### src/rtl/core/sedge_pkg.sv
// ----------------------------------------------------------------------------
// sedge_pkg
// Shared widths, reset values and types of the Sobel edge threshold core.
// ----------------------------------------------------------------------------
package sedge_pkg;

    localparam int MAX_WIDTH_DEF = 2048;

    localparam int PIXEL_W    = 8;
    localparam int SIZE_W     = 12;
    localparam int EDGE_W     = 11;
    localparam int COL_OUT_W  = 11;
    localparam int ROW_W      = 12;
    localparam int GRAD_W     = 11;
    localparam int SQ_W       = 21;
    localparam int MAG_W      = 22;
    localparam int LIM_W      = 23;
    localparam int CFG_IDX_W  = 2;
    localparam int CFG_DATA_W = 12;
    localparam int OUT_DATA_W = 32;

    localparam logic [SIZE_W-1:0] FRAME_WIDTH_RST  = 12'd640;
    localparam logic [SIZE_W-1:0] FRAME_HEIGHT_RST = 12'd480;
    localparam logic [EDGE_W-1:0] EDGE_LEVEL_RST   = 11'd80;

    localparam logic [PIXEL_W-1:0] EDGE_ON  = 8'd255;
    localparam logic [PIXEL_W-1:0] EDGE_OFF = 8'd0;

    typedef enum logic [CFG_IDX_W-1:0] {
        REG_FRAME_WIDTH  = 2'd0,
        REG_FRAME_HEIGHT = 2'd1,
        REG_EDGE_LEVEL   = 2'd2
    } sedge_reg_t;

    typedef logic signed [GRAD_W-1:0] sedge_grad_t;

    // position of the judged center and the end-of-frame mark
    typedef struct packed {
        logic [COL_OUT_W-1:0] col;
        logic [ROW_W-1:0]     row;
        logic                 frame_end;
    } sedge_meta_t;

endpackage

### src/rtl/core/sedge_magnitude.sv
// ----------------------------------------------------------------------------
// sedge_magnitude
// Squares both gradients, sums them and compares against the threshold
// square; holds the result in the output register.
// ----------------------------------------------------------------------------
module sedge_magnitude (
    input  logic                                aclk,
    input  logic                                aresetn,
    input  logic                                in_valid,
    output logic                                in_ready,
    input  sedge_pkg::sedge_grad_t              in_gx,
    input  sedge_pkg::sedge_grad_t              in_gy,
    input  sedge_pkg::sedge_meta_t              in_meta,
    input  logic [sedge_pkg::LIM_W-1:0]         lim,
    output logic                                out_valid,
    input  logic                                out_ready,
    output logic [sedge_pkg::PIXEL_W-1:0]       out_edge,
    output sedge_pkg::sedge_meta_t              out_meta
);
    import sedge_pkg::*;

    logic                         sq_valid_reg;
    logic [SQ_W-1:0]              gx2_reg;
    logic [SQ_W-1:0]              gy2_reg;
    sedge_meta_t                  sq_meta_reg;
    logic                         out_valid_reg;
    logic [PIXEL_W-1:0]           out_edge_reg;
    sedge_meta_t                  out_meta_reg;

    logic signed [2*GRAD_W-1:0]   gx_prod;
    logic signed [2*GRAD_W-1:0]   gy_prod;
    logic [MAG_W-1:0]             mag;
    logic                         out_free;
    logic                         sq_ready;

    assign out_free = !out_valid_reg || out_ready;
    assign sq_ready = !sq_valid_reg || out_free;
    assign in_ready = sq_ready;

    assign gx_prod = in_gx * in_gx;
    assign gy_prod = in_gy * in_gy;
    assign mag     = {1'b0, gx2_reg} + {1'b0, gy2_reg};

    always_ff @(posedge aclk) begin
        if (!aresetn) begin
            sq_valid_reg  <= 1'b0;
            out_valid_reg <= 1'b0;
        end else begin
            if (sq_ready) begin
                sq_valid_reg <= in_valid;
            end
            if (out_free) begin
                out_valid_reg <= sq_valid_reg;
            end
        end
    end

    always_ff @(posedge aclk) begin
        if (sq_ready && in_valid) begin
            gx2_reg     <= gx_prod[SQ_W-1:0];
            gy2_reg     <= gy_prod[SQ_W-1:0];
            sq_meta_reg <= in_meta;
        end
        if (out_free && sq_valid_reg) begin
            out_edge_reg <= (LIM_W'(mag) >= lim) ? EDGE_ON : EDGE_OFF;
            out_meta_reg <= sq_meta_reg;
        end
    end

    assign out_valid = out_valid_reg;
    assign out_edge  = out_edge_reg;
    assign out_meta  = out_meta_reg;

endmodule

### config.mk
export PLATFORM = sky130hd
export DESIGN_NAME = sedge_magnitude
export DESIGN_NICKNAME = d
export VERILOG_FILES = /design/src/rtl/core/sedge_pkg.sv /design/src/rtl/core/sedge_magnitude.sv
export SDC_FILE = /design/constraint.sdc
export NUM_CORES = 1
export LEC_CHECK = 0
export ABC_AREA = 0
export CELL_PAD_IN_SITES_DETAIL_PLACEMENT = 0
export CELL_PAD_IN_SITES_GLOBAL_PLACEMENT = 1
export CORE_MARGIN = 2
export CORE_UTILIZATION = 45
export CTS_BUF_LIST = sky130_fd_sc_hd__clkbuf_8 sky130_fd_sc_hd__clkbuf_16
export CTS_CLUSTER_SIZE = 30
export DETAILED_ROUTE_END_ITERATION = 10
export DONT_BUFFER_PORTS = 1
export GPL_TIMING_DRIVEN = 0
export PLACE_DENSITY = 0.79
export SYNTH_ARGS = -nofsm -noshare
export SYNTH_HDL_FRONTEND = slang
export SYNTH_SLANG_ARGS = --single-unit
### constraint.sdc
create_clock -name aclk -period 7.4 [get_ports aclk]
set_input_delay 1.48 -clock aclk [delete_from_list [all_inputs] [get_ports aclk]]
set_output_delay 1.48 -clock aclk [all_outputs]
set_load 0.01 [all_outputs]
Word-level counts from Yosys, hierarchy flattened
Cells that the tools add are included.

Mux-type cells: 1. Reduce and logical (&&, ||, !) cells: 6. Magnitude comparators: 1. Add/sub/neg operators: 1. $mul: 2.

Operators with widths (count): multiplier 11 x 11 -> 21 bit (2); >= comparator 22 x 23 -> 1 bit (1); adder 21 x 21 -> 22 bit (1); 2-to-1 mux 8 bit (1); logical AND 1 bit (2); logical NOT 1 bit (2); logical OR 1 bit (2).

Output and inout port bits: 34. Register bits after elaboration: 100. Input bits: 73. Logic and storage cells: 22.

Logic depth before layout (Yosys ltp)
Depth in word-level cells: 4. Depth in mapped cells: 21.

Worst setup path before layout
Ideal clock, no wire load.

Kind: input to register. From: in in_gy[10]. To: reg gy2_reg[19], data pin. Cell stages on the path: 18. Slack: 744 ps. Buffers on the path: 2. Arrival: 6399 ps. Library setup time: 258 ps. Path through: clkbuf_1 -> clkbuf_1 -> nor2b_1 -> fa_1 -> fa_1 -> fa_1 -> fa_1 -> inv_1 -> fa_1 -> inv_1 -> ha_1 -> a21oi_1 -> nand2_1 -> a41o_1 -> o41a_1 -> a211o_1 -> a21oi_1 -> xnor2_1.

Longest elaborated chain between the ends: 1.

Ends and longest elaborated chain: from (decl) (RTL line sedge_magnitude.sv:12) `input sedge_pkg::sedge_grad_t in_gy,`; multiplier 11 x 11 -> 21 bit (RTL line sedge_magnitude.sv:41) `assign gy_prod = in_gy * in_gy;`; named net gy_prod[19] (RTL line sedge_magnitude.sv:31) `logic signed [2*GRAD_W-1:0] gy_prod;`; to (signal assigned) (RTL line sedge_magnitude.sv:61) `gy2_reg <= gy_prod[SQ_W-1:0];`; to (decl) (RTL line sedge_magnitude.sv:24) `logic [SQ_W-1:0] gy2_reg;`.

The timed path passes the listed nets, and every way through them passes these cells. A chain may end at the register's enable or synchronous reset.

Final worst setup path
Same ends and word-level chain as after synthesis.

==> run metrics <==
Combinational Power Share=77.0%; mux share of post-synthesis cell area=0.327%; CTS buffer count=9; Worst path slowest cell=fa_1; outcome=complete, no violations; CP most frequent cell=fa_1; detailed-route via count=7878; Final setup viols=0; worst rel slew slack=45.6%; WHS=419 ps; hold_buf cts=0; H-tree depth=3; critical path endpoint category=register; largest family of logic cells by synthesized area=adder cells; largest net degree at the start of global routing=36; # IOs=107; Post-Syn Instances=1196; Leak Pwr=6.25 nW; CTS sink cnt=91; Worst Path Buf+Inv=4; sequential share of the synthesized area=22.1%; die extent in x=169 µm; Worst Hold Class=register to register; Synth area leaders=fa_1 (32%), edfxtp_1 (22%), ha_1 (13%), inv_1 (9.2%), xnor2_1 (3.9%); ys flop type=edfxtp_1; share of cells above drive strength 1=3.05%; number of synthesized register bits=91; Simple-Gate Fraction of Synth Area=9.39%; Synth cell types=48; Max Clk Rate=0.146 GHz; DRC violations left=0; Worst Reg-to-Reg Cells=15; clk buf depth=2; CP max FO=10; DRT Pass-1 Iters=4; DRT Wirelength=22.6 mm; port bufs=0; Hold Path Stages=0; GRT overflow=0; global-route wire length before repair=39.2 mm; period utilisation layout=92.9%; Clock Latency Late Sink=340 ps; skew final=8.80 ps; Critical Path Source Type=primary input; Net Switching=2.79 mW; multi-input logic area=8260 µm²; Die ar.=28600 µm²; num rows=60; clock slew at reported path FFs=70 ps; sw frac=46.3%; Starting Density=45.6%; power per cell area=463 nW/µm²; Max-Cap Viols=0; average wire per standard cell=14.5 µm; Core ar.=26900 µm²; cell internal pwr=3.23 mW; CP Capture Point=gy2_reg[19]; placer congestion estimate=0.840; Setup CP Type=primary input to register; CP required=7500 ps; Worst-Margin Slew=817 ps; Iteration-0 DRC Markers=359; Die Ht=169 µm; Adder-Cell Fraction of Synth Area=45.2%; FFs w/ async S/R, synth=0%; diode count=0; Max stage delay on crit path=550 ps; unrepaired setup endpoints after global routing=false; Mapped Area=12300 µm²; Clk pwr share=7.2%; ANT nets after route=0; reg-to-reg endpoint=out_edge[6]; number of global-route vias before repair=8453; Slew Limit Fails=0; Filler cells=2500; xor/xnor share of the synthesized area=4.64%; Synth area leader=fa_1; crit-path cells=clkbuf_1 -> clkbuf_1 -> nor2b_1 -> fa_1 -> fa_1 -> fa_1 -> fa_1 -> inv_1 -> fa_1 -> inv_1 -> ha_1 -> a21oi_1 -> nand2_1 -> a41o_1 -> o41a_1 -> a211o_1 -> a21oi_1 -> xnor2_1; delay-heaviest family, CP=adder cells; global router's overall resource usage=17.1%; CP Launch Point=in_gy[10]; CTS resizes=0; initial antenna violation count=0; Overall Power=6.03 mW; R2R setup slack=3250 ps; Area Growth Syn to Fin=6.11%; Post-CTS Setup Bufs=0; compound-gate portion of the synthesized area=7.80%; syn_area_per_cell=10.3 µm²; HPWL after DPL=19.4 mm; Max IR drop VDD=259 µV; CTS root buf=clkbuf_16; DR vias/cell=5.07; Post-synth EDFFs=89; Critical R2R Launch=gy2_reg[3]; part of the power in registers=15.8%; crit path time final=6870 ps; FF+latch area=2710 µm²; setup TNS=0 ps; worst path arrival time=6970 ps; Nets=1606; syn_nets=1593; CTS tree=built; Fin. Hold Viols=0; Synth top area share=32.3%; CP Depth=18; Yosys warning count=0
## Yosys cell counts (all sizes together) (10+ instances only)
cell type,instances
inv,302
fa,198
ha,126
edfxtp,89
nand2,75
xnor2,55
and2,51
a21oi,44
nor2,40
nor2b,31
clkbuf,28
o21ai,25
o21a,15
a21o,10
xor2,10
## area by class of cell
type	count	share of cell area, %
Buffer	35	1.21
Clock buffer	9	1.73
Clock inverter	7	0.452
Inverter	302	8.71
Multi-Input combinational cell	768	63.5
Sequential cell	91	20.9
Tap cell	341	3.28
Timing Repair Buffer	2	0.269
## metrics by stage
step | utilization [%] | area [µm²] | setup slack, ps | cells
after floorplan | - | 12300 | 744 | 1196
after global placement | 47.2 | 12700 | 217 | 1537
after detailed placement | 47.4 | 12700 | 219 | 1539
after CTS | 48.4 | 13000 | 579 | 1555
after global routing | 48.4 | 13000 | 268 | 1555
final | 48.4 | 13000 | 528 | 1555
## placed cells by master, fill, tap and decap left out, drive strengths merged, types with 10 or more instances in the layout
cell type,count
a21o,10
nor2b,31
edfxtp,89
clkbuf,37
o21ai,25
and2,51
nand2,75
a21oi,44
fa,198
xnor2,55
inv,306
xor2,10
nor2,40
o21a,15
ha,126
## worst register-to-register path, cell delays in order (launching register included)
cell and delay, ps:
edfxtp_1 430, ha_1 380, a211oi_1 380, o21ai_1 100, a21oi_1 250, o21ai_1 200, a211oi_2 410, o21ai_0 160
xor2_1 240, ha_1 290, a21o_1 180, a21oi_1 140, o21ai_0 90, nand2b_1 220, o31a_1 300, a41oi_1 90
## worst min path at each step
stage	from	endpoint	slack (ps)
after floorplan	sq_meta_reg[0]	out_meta[0]	400
after global placement	sq_meta_reg[13]	out_meta[13]	400
after detailed placement	sq_meta_reg[0]	out_meta[0]	400
after CTS	sq_meta_reg[0]	out_meta[0]	420
after global routing	sq_meta_reg[14]	out_meta[14]	430
final	sq_meta_reg[16]	out_meta[16]	420
## logic make-up after synthesis
| family | after synthesis |
|---|---|
| adders and majority gates | 324 |
| xor gates and xnor gates | 65 |
| DFF | 91 |
| buffers and inverters | 337 |
| muxes | 4 |
| and+or+nand+nor | 232 |
| AOI/OAI and AO/OA | 143 |
## layer usage
layer | up-vias | global-route usage, % | share of wire (%)
met5 | - | 0 | 0.022
met4 | 2 | 4.35 | 1.8
met3 | 29 | 2.08 | 3.3
met2 | 157 | 29.3 | 48
met1 | 3925 | 23.2 | 47
li1 | 3765 | - | -
## power by group through the flow
stage          Sequential, mW  Combinational (mW)  Clock, mW
6_report                0.951                4.64      0.435
3_5_place_dp            0.966                4.65          0
3_3_place_gp            0.966                4.56          0
5_1_grt                 0.964                5.36      0.467
4_1_cts                 0.955                4.68      0.447
2_1_floorplan           0.944                3.77          0
No activity file was read; power rests on OpenSTA's default activity.
